===== src/lat_pkg.sv =====
// Shared types, constants and helpers for the looping animation timer.
`timescale 1ns / 1ps

package lat_pkg;

   localparam int TIME_WIDTH = 32;
   localparam int FRAC_BITS  = 16;
   localparam int DELTA_WIDTH = 20;
   localparam int RATE_WIDTH  = 16;
   localparam int RATE_FRAC   = 8;
   localparam int PROD_WIDTH  = DELTA_WIDTH + 1 + RATE_WIDTH;
   localparam int INC_WIDTH   = PROD_WIDTH - RATE_FRAC;
   localparam int SUM_WIDTH   = TIME_WIDTH + 2;
   localparam int DUR_WIDTH   = TIME_WIDTH - 1;
   localparam int DIV_STEPS   = TIME_WIDTH;
   localparam int CNT_WIDTH   = $clog2(DIV_STEPS);
   localparam int CSR_IDX_WIDTH = 3;

   localparam logic [CSR_IDX_WIDTH-1:0] CSR_DURATION_FINITE = 3'd0;
   localparam logic [CSR_IDX_WIDTH-1:0] CSR_DURATION        = 3'd1;
   localparam logic [CSR_IDX_WIDTH-1:0] CSR_LOOPED          = 3'd2;
   localparam logic [CSR_IDX_WIDTH-1:0] CSR_RATE            = 3'd3;
   localparam logic [CSR_IDX_WIDTH-1:0] CSR_OFFSET          = 3'd4;
   localparam logic [CSR_IDX_WIDTH-1:0] CSR_SHARED_TIME     = 3'd5;

   localparam logic [DUR_WIDTH-1:0] DURATION_RESET = DUR_WIDTH'(1) << FRAC_BITS;
   localparam logic signed [RATE_WIDTH-1:0] RATE_RESET = RATE_WIDTH'(1) << RATE_FRAC;

   localparam logic signed [SUM_WIDTH-1:0] SUM_MAX = {3'b000, {(TIME_WIDTH-1){1'b1}}};
   localparam logic signed [SUM_WIDTH-1:0] SUM_MIN = {3'b111, {(TIME_WIDTH-1){1'b0}}};

   typedef struct packed {
      logic                           op;
      logic [DELTA_WIDTH-1:0]         delta_time;
      logic signed [TIME_WIDTH-1:0]   time_value;
   } req_type;

   typedef struct packed {
      logic signed [TIME_WIDTH-1:0]   eval_time;
      logic                           action_fired;
      logic                           is_stopped;
      logic signed [TIME_WIDTH-1:0]   time_now;
   } rsp_type;

   typedef struct packed {
      logic                           duration_finite;
      logic [DUR_WIDTH-1:0]           duration;
      logic                           looped;
      logic signed [RATE_WIDTH-1:0]   rate;
      logic signed [TIME_WIDTH-1:0]   offset;
      logic                           shared_time;
   } cfg_type;

   typedef struct packed {
      logic capture;
      logic prep;
      logic mul;
      logic adv;
      logic eval;
      logic check;
      logic div_step;
      logic wrap;
      logic finish;
   } cmd_type;

   typedef struct packed {
      logic need_div;
   } status_type;

   function automatic logic signed [TIME_WIDTH-1:0] sat_time(
      input logic signed [SUM_WIDTH-1:0] v
   );
      logic signed [SUM_WIDTH-1:0] r;
      r = v;
      if (v > SUM_MAX) begin
         r = SUM_MAX;
      end else if (v < SUM_MIN) begin
         r = SUM_MIN;
      end
      return r[TIME_WIDTH-1:0];
   endfunction

endpackage


===== src/lat_datapath.sv =====
// Datapath: running time, stopped flag, rate multiply, sums and serial modulo.
`timescale 1ns / 1ps

module lat_datapath import lat_pkg::*; (
   input  logic       clock,
   input  logic       reset,
   input  cfg_type    cfg,
   input  req_type    req_data,
   input  cmd_type    cmd,
   output status_type status,
   output rsp_type    rsp_data
);

   logic                          op_ff, op_in;
   logic [DELTA_WIDTH-1:0]        delta_ff, delta_in;
   logic signed [TIME_WIDTH-1:0]  tval_ff, tval_in;
   logic signed [TIME_WIDTH-1:0]  run_time_ff, run_time_in;
   logic                          stopped_ff, stopped_in;
   logic signed [PROD_WIDTH-1:0]  prod_ff, prod_in;
   logic signed [TIME_WIDTH-1:0]  eval_ff, eval_in;
   logic                          fired_ff, fired_in;
   logic [TIME_WIDTH-1:0]         rem_ff, rem_in;
   logic [TIME_WIDTH-1:0]         quo_ff, quo_in;
   rsp_type                       rsp_ff, rsp_in;

   logic [DUR_WIDTH-1:0]          dur_eff;
   logic signed [TIME_WIDTH:0]    dur_cmp;
   logic signed [TIME_WIDTH-1:0]  rt_sel;
   logic                          rt_below;
   logic                          eval_above;
   logic signed [INC_WIDTH-1:0]   inc;
   logic signed [SUM_WIDTH-1:0]   sum_adv, sum_eval, sum_wrap;
   logic [TIME_WIDTH-1:0]         trial;

   assign dur_eff    = (cfg.duration == '0) ? DUR_WIDTH'(1) : cfg.duration;
   assign dur_cmp    = $signed({2'b00, dur_eff});
   assign rt_sel     = op_ff ? tval_ff : run_time_ff;
   assign rt_below   = $signed({rt_sel[TIME_WIDTH-1], rt_sel}) < dur_cmp;
   assign eval_above = $signed({eval_ff[TIME_WIDTH-1], eval_ff}) > dur_cmp;
   assign inc        = prod_ff[PROD_WIDTH-1:RATE_FRAC];
   assign sum_adv    = SUM_WIDTH'(run_time_ff) + SUM_WIDTH'(inc);
   assign sum_eval   = SUM_WIDTH'(run_time_ff) + SUM_WIDTH'(cfg.offset);
   assign sum_wrap   = $signed({2'b00, rem_ff}) - SUM_WIDTH'(cfg.offset);
   assign trial      = {rem_ff[TIME_WIDTH-2:0], quo_ff[TIME_WIDTH-1]};

   assign status.need_div = cfg.duration_finite && !stopped_ff && eval_above && cfg.looped;
   assign rsp_data = rsp_ff;

   always_comb begin
      op_in       = op_ff;
      delta_in    = delta_ff;
      tval_in     = tval_ff;
      run_time_in = run_time_ff;
      stopped_in  = stopped_ff;
      prod_in     = prod_ff;
      eval_in     = eval_ff;
      fired_in    = fired_ff;
      rem_in      = rem_ff;
      quo_in      = quo_ff;
      rsp_in      = rsp_ff;
      if (cmd.capture) begin
         op_in    = req_data.op;
         delta_in = req_data.delta_time;
         tval_in  = req_data.time_value;
      end
      if (cmd.prep) begin
         run_time_in = rt_sel;
         if (cfg.shared_time && (!cfg.duration_finite || rt_below)) begin
            stopped_in = 1'b0;
         end
      end
      if (cmd.mul) begin
         prod_in = $signed({1'b0, delta_ff}) * cfg.rate;
      end
      if (cmd.adv && !stopped_ff) begin
         run_time_in = sat_time(sum_adv);
      end
      if (cmd.eval) begin
         eval_in = sat_time(sum_eval);
      end
      if (cmd.check) begin
         fired_in = cfg.duration_finite && !stopped_ff && eval_above;
         if (cfg.duration_finite && !stopped_ff && eval_above && !cfg.looped) begin
            stopped_in = 1'b1;
         end
         rem_in = '0;
         quo_in = eval_ff;
      end
      if (cmd.div_step) begin
         rem_in = (trial >= {1'b0, dur_eff}) ? trial - {1'b0, dur_eff} : trial;
         quo_in = {quo_ff[TIME_WIDTH-2:0], 1'b0};
      end
      if (cmd.wrap) begin
         eval_in     = rem_ff;
         run_time_in = sat_time(sum_wrap);
      end
      if (cmd.finish) begin
         rsp_in.eval_time    = (stopped_ff && cfg.duration_finite && eval_above) ?
                               TIME_WIDTH'(dur_eff) : eval_ff;
         rsp_in.action_fired = fired_ff;
         rsp_in.is_stopped   = stopped_ff;
         rsp_in.time_now     = run_time_ff;
      end
   end

   always_ff @(posedge clock) begin
      if (reset) begin
         run_time_ff <= '0;
         stopped_ff  <= 1'b0;
      end else begin
         run_time_ff <= run_time_in;
         stopped_ff  <= stopped_in;
      end
      op_ff    <= op_in;
      delta_ff <= delta_in;
      tval_ff  <= tval_in;
      prod_ff  <= prod_in;
      eval_ff  <= eval_in;
      fired_ff <= fired_in;
      rem_ff   <= rem_in;
      quo_ff   <= quo_in;
      rsp_ff   <= rsp_in;
   end

endmodule


===== src/lat_ctrl.sv =====
// Controller: sequences one tick through the datapath and owns the handshakes.
`timescale 1ns / 1ps

module lat_ctrl import lat_pkg::*; (
   input  logic       clock,
   input  logic       reset,
   input  logic       req_valid,
   output logic       req_stall,
   output logic       rsp_valid,
   input  logic       rsp_stall,
   input  status_type status,
   output cmd_type    cmd
);

   typedef enum logic [3:0] {
      S_IDLE,
      S_PREP,
      S_MUL,
      S_ADV,
      S_EVAL,
      S_CHECK,
      S_DIV,
      S_WRAP,
      S_FINISH
   } state_type;

   state_type              state_ff;
   logic [CNT_WIDTH-1:0]   cnt_ff;
   logic                   rsp_valid_ff;
   logic                   finish_go;

   assign req_stall = (state_ff != S_IDLE);
   assign rsp_valid = rsp_valid_ff;
   assign finish_go = (state_ff == S_FINISH) && (!rsp_valid_ff || !rsp_stall);

   always_comb begin
      cmd          = '0;
      cmd.capture  = req_valid && (state_ff == S_IDLE);
      cmd.prep     = (state_ff == S_PREP);
      cmd.mul      = (state_ff == S_MUL);
      cmd.adv      = (state_ff == S_ADV);
      cmd.eval     = (state_ff == S_EVAL);
      cmd.check    = (state_ff == S_CHECK);
      cmd.div_step = (state_ff == S_DIV);
      cmd.wrap     = (state_ff == S_WRAP);
      cmd.finish   = finish_go;
   end

   always_ff @(posedge clock) begin
      if (reset) begin
         state_ff     <= S_IDLE;
         cnt_ff       <= '0;
         rsp_valid_ff <= 1'b0;
      end else begin
         rsp_valid_ff <= finish_go || (rsp_valid_ff && rsp_stall);
         unique case (state_ff)
            S_IDLE: begin
               if (req_valid) begin
                  state_ff <= S_PREP;
               end
            end
            S_PREP:  state_ff <= S_MUL;
            S_MUL:   state_ff <= S_ADV;
            S_ADV:   state_ff <= S_EVAL;
            S_EVAL:  state_ff <= S_CHECK;
            S_CHECK: begin
               cnt_ff <= '0;
               state_ff <= status.need_div ? S_DIV : S_FINISH;
            end
            S_DIV: begin
               cnt_ff <= cnt_ff + 1'b1;
               if (cnt_ff == CNT_WIDTH'(DIV_STEPS - 1)) begin
                  state_ff <= S_WRAP;
               end
            end
            S_WRAP:  state_ff <= S_FINISH;
            S_FINISH: begin
               if (finish_go) begin
                  state_ff <= S_IDLE;
               end
            end
            default: state_ff <= S_IDLE;
         endcase
      end
   end

endmodule


===== src/looping_animation_timer_top.sv =====
// Top level of the looping animation timer: register file, controller and datapath.
//
//   channel  direction  handshake            payload
//   req_     in         req_valid/req_stall  req_data (op, delta_time, time_value)
//   rsp_     out        rsp_valid/rsp_stall  rsp_data (eval_time, action_fired, ...)
//   csr_     in         csr_valid/csr_ready  csr_index, csr_wdata
//
// A request passes prep, multiply, advance, eval, check and finish; when a looped timer
// wraps, the modulo runs one quotient bit per cycle, then a wrap step, in the datapath.
// One request is in work at a time; the next is taken while the last result waits.
// Synchronous active-high reset clears the running time and stopped flag and sets the CSRs to defaults.
// A stalled result holds its register and the tick waits in its final state.
`timescale 1ns / 1ps

module looping_animation_timer_top import lat_pkg::*; (
   input  logic                      clock,
   input  logic                      reset,
   input  logic                      req_valid,
   output logic                      req_stall,
   input  req_type                   req_data,
   output logic                      rsp_valid,
   input  logic                      rsp_stall,
   output rsp_type                   rsp_data,
   input  logic                      csr_valid,
   output logic                      csr_ready,
   input  logic [CSR_IDX_WIDTH-1:0]  csr_index,
   input  logic [TIME_WIDTH-1:0]     csr_wdata
);

   cfg_type    cfg_ff;
   cmd_type    cmd;
   status_type status;

   assign csr_ready = 1'b1;

   always_ff @(posedge clock) begin
      if (reset) begin
         cfg_ff.duration_finite <= 1'b0;
         cfg_ff.duration        <= DURATION_RESET;
         cfg_ff.looped          <= 1'b1;
         cfg_ff.rate            <= RATE_RESET;
         cfg_ff.offset          <= '0;
         cfg_ff.shared_time     <= 1'b0;
      end else if (csr_valid && csr_ready) begin
         unique case (csr_index)
            CSR_DURATION_FINITE: cfg_ff.duration_finite <= csr_wdata[0];
            CSR_DURATION:        cfg_ff.duration        <= csr_wdata[DUR_WIDTH-1:0];
            CSR_LOOPED:          cfg_ff.looped          <= csr_wdata[0];
            CSR_RATE:            cfg_ff.rate            <= csr_wdata[RATE_WIDTH-1:0];
            CSR_OFFSET:          cfg_ff.offset          <= csr_wdata;
            CSR_SHARED_TIME:     cfg_ff.shared_time     <= csr_wdata[0];
            default: ;
         endcase
      end
   end

   lat_ctrl u_ctrl (
      .clock     (clock),
      .reset     (reset),
      .req_valid (req_valid),
      .req_stall (req_stall),
      .rsp_valid (rsp_valid),
      .rsp_stall (rsp_stall),
      .status    (status),
      .cmd       (cmd)
   );

   lat_datapath u_datapath (
      .clock    (clock),
      .reset    (reset),
      .cfg      (cfg_ff),
      .req_data (req_data),
      .cmd      (cmd),
      .status   (status),
      .rsp_data (rsp_data)
   );

`ifndef SYNTHESIS
   a_one_in_work: assert property (@(posedge clock) disable iff (reset)
      req_valid && !req_stall |=> req_stall)
      else $error("request accepted while another is in work");

   a_fire_needs_limit: assert property (@(posedge clock) disable iff (reset)
      rsp_valid && !cfg_ff.duration_finite |-> !rsp_data.action_fired)
      else $error("action fired without a finite duration");

   a_fire_mode: assert property (@(posedge clock) disable iff (reset)
      rsp_valid && rsp_data.action_fired |-> (rsp_data.is_stopped != cfg_ff.looped))
      else $error("fired tick has wrong stopped state for its mode");
`endif

endmodule

===== config.mk =====
export PLATFORM = sky130hd
export DESIGN_NAME = looping_animation_timer_top
export DESIGN_NICKNAME = d
export VERILOG_FILES = /design/src/lat_pkg.sv /design/src/lat_datapath.sv /design/src/lat_ctrl.sv /design/src/looping_animation_timer_top.sv
export SDC_FILE = /design/constraint.sdc
export NUM_CORES = 2
export LEC_CHECK = 0
export BUFFER_PORTS_ARGS = -buffer_cell sky130_fd_sc_hd__buf_2
export CAP_MARGIN = 40
export CELL_PAD_IN_SITES_DETAIL_PLACEMENT = 0
export CELL_PAD_IN_SITES_GLOBAL_PLACEMENT = 1
export CORE_MARGIN = 5
export CORE_UTILIZATION = 36
export DETAILED_ROUTE_END_ITERATION = 7
export PLACE_DENSITY = 0.61
export RECOVER_POWER = 50
export SLEW_MARGIN = 5
export SYNTH_ARGS = -nofsm -noshare
export SYNTH_HDL_FRONTEND = slang
export SYNTH_SLANG_ARGS = --single-unit

===== constraint.sdc =====
create_clock -name clock -period 9.2 [get_ports clock]
set_input_delay 0 -clock clock [delete_from_list [all_inputs] [get_ports clock]]
set_output_delay 0 -clock clock [all_outputs]
set_load 0.03 [all_outputs]

Word-level counts from Yosys, hierarchy flattened. Cells that the tools add are included.

Bits in registers: 378. Word-level logic and storage cells: 119.

$add $sub $neg: 5. Multipliers: 1. Order comparisons: 9. Equality and inequality tests: 17. Multiplexer cells: 29. Reductions and logical operators: 33.

Operator list (number): $mux 32 (17); $gt 33x32->1 const B (2); $lt 33x32->1 const B (2); $mux 31 (2); $mul 21x16->37 (1); $pmux 4 s9 (1); $gt 34x32->1 const B (1); $lt 34x32->1 const B (1); $sub 33x32->34 (1); $add 32x29->33 (1); $add 32x32->33 (1); $ge 32x31->1 (1); $gt 32x32->1 (1); $lt 32x32->1 (1); $sub 32x31->32 (1); $logic_not 31->1 (1); $eq 4x3->1 const B (4); $mux 4 (4); $reduce_and 2->1 (6); $logic_and 1x1->1 (11); $pmux 5 s2 (1); $eq 4x2->1 const B (2); $eq 3x2->1 const B (2); $eq 3x3->1 const B (2); other kinds (16) (27).

Longest topological paths before layout.
Depth after elaboration: 9. Mapped depth: 26. Gate-level depth less buffers: 25.

Cells and area by module. Synthesis repeated with hierarchy kept, for this count alone.

Cells, all modules: 3567. Area, all modules: 34063.9 sq um.

Modules (own cells, without submodules): lat_datapath (instances 1, cells an instance 3172, area an instance 30006.3 sq um, seq. area each 8007.7 sq um); looping_animation_timer_top (instances 1, cells an instance 314, area an instance 3434.5 sq um, seq. area each 1641.6 sq um); lat_ctrl (instances 1, cells an instance 81, area an instance 623.1 sq um, seq. area each 200.2 sq um).

Worst setup path after synthesis. Ideal clock, no wire load.

Kind: flip-flop to flip-flop. From: register u_datapath.delta_ff[11]. To: register u_datapath.prod_ff[26], data pin. Setup time: 0.263 ns. Arrival time: 6.129 ns. Data required time: 8.937 ns. Slack: 2.808 ns. Stages on the path, launching flop included: 23. Period minus slack after synthesis: 6.392 ns. Cell sequence: edfxtp_1 -> clkbuf_1 -> nand2_1 -> fa_1 -> inv_1 -> fa_1 -> inv_1 -> fa_1 -> fa_1 -> fa_1 -> fa_1 -> inv_1 -> ha_1 -> a21oi_1 -> o21ai_0 -> o41ai_1 -> a211oi_1 -> o21a_1 -> o31a_1 -> o21ai_0 -> nand2b_1 -> a311oi_1 -> xnor2_1.

Word-level cells in the longest chain between the ends: 1.

Ends and longest elaborated chain: from (decl) (line lat_datapath.sv:15) `logic [DELTA_WIDTH-1:0] delta_ff, delta_in;`; from (signal assigned) (line lat_datapath.sv:115) `delta_ff <= delta_in;`; $mul 21x16->37 (line lat_datapath.sv:73) `prod_in = $signed({1'b0, delta_ff}) * cfg.rate;`; to (signal assigned) (line lat_datapath.sv:117) `prod_ff <= prod_in;`; to (decl) (line lat_datapath.sv:19) `logic signed [PROD_WIDTH-1:0] prod_ff, prod_in;`.

No other way between the ends. A chain may end at the register's enable or synchronous reset.

Worst setup path in the final report.
From: register u_datapath.delta_ff[10]. To: register u_datapath.prod_ff[26], data pin.

Same word-level chain as after synthesis.

==> flow_summary.yaml <==
sta:
  rsz0062_at_grt: "false"
  drv_slew: 315
  finalHoldViolations: 0
  setup_tns_ns: 0
  final.setup.worst_slack_ns: 2.026
  fin_crit_sh_pct: 77.98
  worst_slew_pin_slew_ns: 2.703
  clock_skew_ns: 0.03498
  maxSlewHeadroom_pct: -80.18
  setup_viol: 0
  fmax_mhz: 139.4
  layout_min_cycle_time_ns: 7.174
detailed_routing:
  ant_nets: 0
  wire_per_inst_microns: 21.54
  drtIter0Drc: 1479
  drc_errors: 0
  num_vias: 25709
  viasPerCell: 5.169
  dr.pass1.iters: 5
  drt-total-wl_mm: 107.1
pwr:
  pwr-share-seq_pct: 39.7
  switching_power_uw: 1658
  leakagePower_uw: 0.01598
  p_comb_share_pct: 24.0
  vdd_drop_max_uv: 129.2
  power_switching_share_pct: 32.78
  pwr-share-clk_pct: 36.4
  p_per_area_nw_per_um2: 134.6
  intPower_uw: 3399
cells_and_area:
  drive_above_1_share_pct: 8.292
  fillers: 9156
  syn2layout_area_growth_pct: 13.15
  nNetsFinal: 4412
cts:
  h-tree-depth: 2
  cts-buffers-inserted: 48
  cts_tree: "built"
  cts_hold_buf: 98
  clock_sinks: 370
  insertion_delay_ns: 0.62
  cts_setup_buffers: 0
  root_buffer: "clkbuf_16"
  cts_max_path_buffers: 3
  cts_resized: 0
  path_clk_slew_ns: 0.07
floorplan:
  die_y_microns: 313.7
  start_util_pct: 36.27
  io-pin-count: 162
  die_area_sq_um: 98380
  core_area_sq_um: 91520
  die_w_microns: 313.7
  rows: 111
synth:
  syn_nets: 4218
  syn_inst: 3554
  synth_top_flop_cell: "edfxtp_1"
  syn_avg_cell_area_sq_um: 9.340
  ys_types: 92
  ys_seq_area_share_pct: 29.67
  synth_edf_count: 244
  yosysWarnings: 0
  synth_seq_cells: 370
  syn_area_sq_um: 33190
  synth-async-reset-ratio_pct: 0
global_route:
  grt_pass1_vias: 26777
  grt_pass1_wl_mm: 163.9
  grt_max_degree: 48
  track_usage_pct: 21.53
  antenna_found_initial: 3
  grt_overflow: 0
worst_setup_path:
  path_buf_inv: 5
  cp.depth: 23
  r2r_cells: 23
  crit_slowest_cell: "edfxtp_1"
  cp_max_fo: 16
  reg2reg_slack_ns: 2.03
  crit_type: "flop to flop"
  cp.arrival_ns: 7.52
  endpoint: "u_datapath.prod_ff[26]"
  path_cells: "nand2_1, fa_1, inv_1, fa_1, fa_1, inv_1, fa_1, inv_1, fa_1, inv_1, fa_1, inv_1, ha_1, a21oi_1, o21ai_0, o41ai_1, a211oi_1, o21a_1, o31a_1, o21ai_0, nand2b_1, a311oi_1, xnor2_1"
  crit_family: "adder cells"
  crit_start: "u_datapath.delta_ff[10]"
  critPathMaxStageDelay_ns: 0.79
  startpoint_type: "flop"
  r2r-end: "u_datapath.prod_ff[26]"
  path_common_cell: "fa_1"
  required_ns: 9.55
  r2r-start: "u_datapath.delta_ff[10]"
  end_kind: "flop"
min_path:
  hp-class: "input pin to flop"
placed_design:
  pre_cts_slack_ns: 1.967
  gp_congestion: 0.8513
  io_buffers: 160
  hpwl_mm: 85.14
run:
  cap_violations: 9
status:
  violations: "max-capacitance violations, max-slew violations"
  outcome: "finished, violations left"
==> cell usage in the layout (no fill, tap or decap), types with 14 or more instances in the layout <==
cell type      Yosys  layout
a211oi_1          30      30
a21o_1            69      69
a21oi_1          317     316
a22o_1            33      33
a31oi_1           17      17
and2_1           139     137
and3_1            19      19
buf_2             11      80
buf_4              4      27
clkbuf_1         126      93
clkbuf_16          0      49
clkinv_2           0      14
dfxtp_1          126     126
dlygate4sd3_1      0      98
edfxtp_1         244     244
fa_1             253     253
ha_1             318     318
inv_1            418     417
mux2_2            64      64
mux2i_1           24      24
nand2_1          481     481
nand2b_1          28      28
nand3_1           48      48
nand4_1           40      40
nor2_1           186     183
nor2b_1           17      17
nor3_1            39      37
nor4_1            14      14
o211ai_1          21      21
o21a_1            29      29
o21ai_0           91      91
o21bai_1          16      16
o41ai_1           14      14
o41ai_2           16      16
xnor2_1           81      81
xor2_1            44      44
==> per-stage QoR <==
step | std cells | util, % | power [uW] | cell area [sq um] | hold WS (ns)
floorplan | 3554 | - | 2818 | 33190 | 0.09887
global placement | 4782 | 38.37 | 3220 | 35120 | 0.1763
detailed placement | 4786 | 38.46 | 3219 | 35200 | 0.1781
CTS | 4973 | 41.19 | 5129 | 37690 | 0.03478
global route | 4973 | 41.03 | 5337 | 37560 | 0.08932
finish | 4974 | 41.04 | 5057 | 37560 | 0.1032
==> cells in the mapped netlist, drive strengths merged (6+ instances only) <==
cell type,instances,area (sq um)
a211oi,34,275.3
or4,7,60.06
fa,253,5065
nor3,39,195.2
buf,26,186.4
o211ai,22,170.2
nand4,40,250.2
nand3,48,240.2
o22ai,8,50.05
a21boi,11,86.33
mux2,64,720.7
dfxtp,126,2522
a22o,33,289.0
xnor2,81,709.4
o21bai,16,120.1
o21a,29,217.7
or3,15,100.1
nor4,14,87.58
o21ai,97,485.5
a221oi,7,67.56
nand2,481,1805
nor2b,17,106.4
edfxtp,244,7327
and3,19,118.9
xor2,44,385.4
or2,8,50.05
inv,418,1569
a22oi,6,58.81
nor2,187,704.4
clkbuf,126,473.0
o31ai,8,65.06
and2,139,869.6
ha,318,3979
o41ai,30,382.9
a31oi,19,140.1
nand2b,28,175.2
a21oi,329,1692
a21o,69,518.0
mux2i,25,254.0
==> power groups by stage <==
stage                     Sequential (uW)  Combinational, uW  Clock, uW
after global placement               2040               1180          0
final                                2010               1210       1840
after detailed placement             2040               1180          0
after global routing                 2020               1370       1960
after CTS                            2000               1220       1900
after floorplan                      1960                863          0
==> cells by family after synthesis <==
kind of cell | Yosys count | share of synthesized area, %
multiplexers | 89 | 2.936
other | 1 | 0.01130
adder cells (fa/ha/maj) | 571 | 27.24
XOR/XNOR | 125 | 3.298
buffers and inverters | 570 | 6.713
AO/OA/AOI/OAI | 767 | 15.30
flip-flops | 370 | 29.67
AND/OR/NAND/NOR | 1061 | 14.83
==> area by class of cell <==
class | count | area (sq um) | share of cell area, %
inverters | 418 | 1569 | 4.177
clock buffers | 60 | 1308 | 3.481
diodes | 1 | 2.502 | 0.006663
flip-flops and latches | 370 | 9849 | 26.22
repair buffers | 296 | 1989 | 5.297
clock inverters | 29 | 206.4 | 0.5497
multi-input cells | 2614 | 21150 | 56.31
well taps | 1186 | 1484 | 3.951
==> worst register-to-register path, cell delays in order (launching register included) <==
cell      delay, ns
edfxtp_1       0.79
nand2_1        0.18
fa_1           0.56
inv_1          0.06
fa_1           0.53
fa_1           0.52
inv_1          0.06
fa_1           0.54
inv_1          0.06
fa_1           0.52
inv_1          0.05
fa_1           0.41
inv_1          0.07
ha_1           0.26
a21oi_1        0.17
o21ai_0        0.15
o41ai_1        0.57
a211oi_1       0.19
o21a_1         0.25
o31a_1         0.27
o21ai_0        0.17
nand2b_1       0.12
a311oi_1       0.33
xnor2_1        0.09
==> how the worst min path moves through the flow <==
stage | to | from | cells past startpoint | slack, ns
floorplan | u_datapath.delta_ff[0] | req_data[32] | 0 | 0.1
global placement | u_datapath.tval_ff[16] | req_data[16] | 1 | 0.18
detailed placement | u_datapath.tval_ff[16] | req_data[16] | 1 | 0.18
CTS | u_datapath.tval_ff[26] | req_data[26] | 2 | 0.03
global route | u_datapath.tval_ff[23] | req_data[23] | 2 | 0.09
finish | u_datapath.tval_ff[23] | req_data[23] | 2 | 0.10
==> per-layer routing <==
| layer | share of wire [%] | vias to the layer above | global-route usage (%) | wire, microns |
|---|---|---|---|---|
| met5 | 0 | - | 0 | 0 |
| met4 | 2.8 | 0 | 5.670 | 2951 |
| met3 | 4.5 | 118 | 2.940 | 4776 |
| met2 | 46 | 505 | 35.72 | 49420 |
| met1 | 47 | 12476 | 29.78 | 49980 |
| li1 | - | 12610 | - | - |
==> flip-flops by register name, indices dropped and copies added, names as in the netlist <==
| register | cells |
|---|---|
| cfg_ff | 82 |
| u_ctrl.cnt_ff | 5 |
| u_ctrl.rsp_valid | 1 |
| u_ctrl.state_ff | 4 |
| u_datapath.delta_ff | 20 |
| u_datapath.eval_ff | 32 |
| u_datapath.fired_ff | 1 |
| u_datapath.op_ff | 1 |
| u_datapath.prod_ff | 29 |
| u_datapath.quo_ff | 32 |
| u_datapath.rem_ff | 32 |
| u_datapath.rsp_data | 66 |
| u_datapath.run_time_ff | 32 |
| u_datapath.stopped_ff | 1 |
| u_datapath.tval_ff | 32 |
No activity file was read; power rests on OpenSTA's default activity.
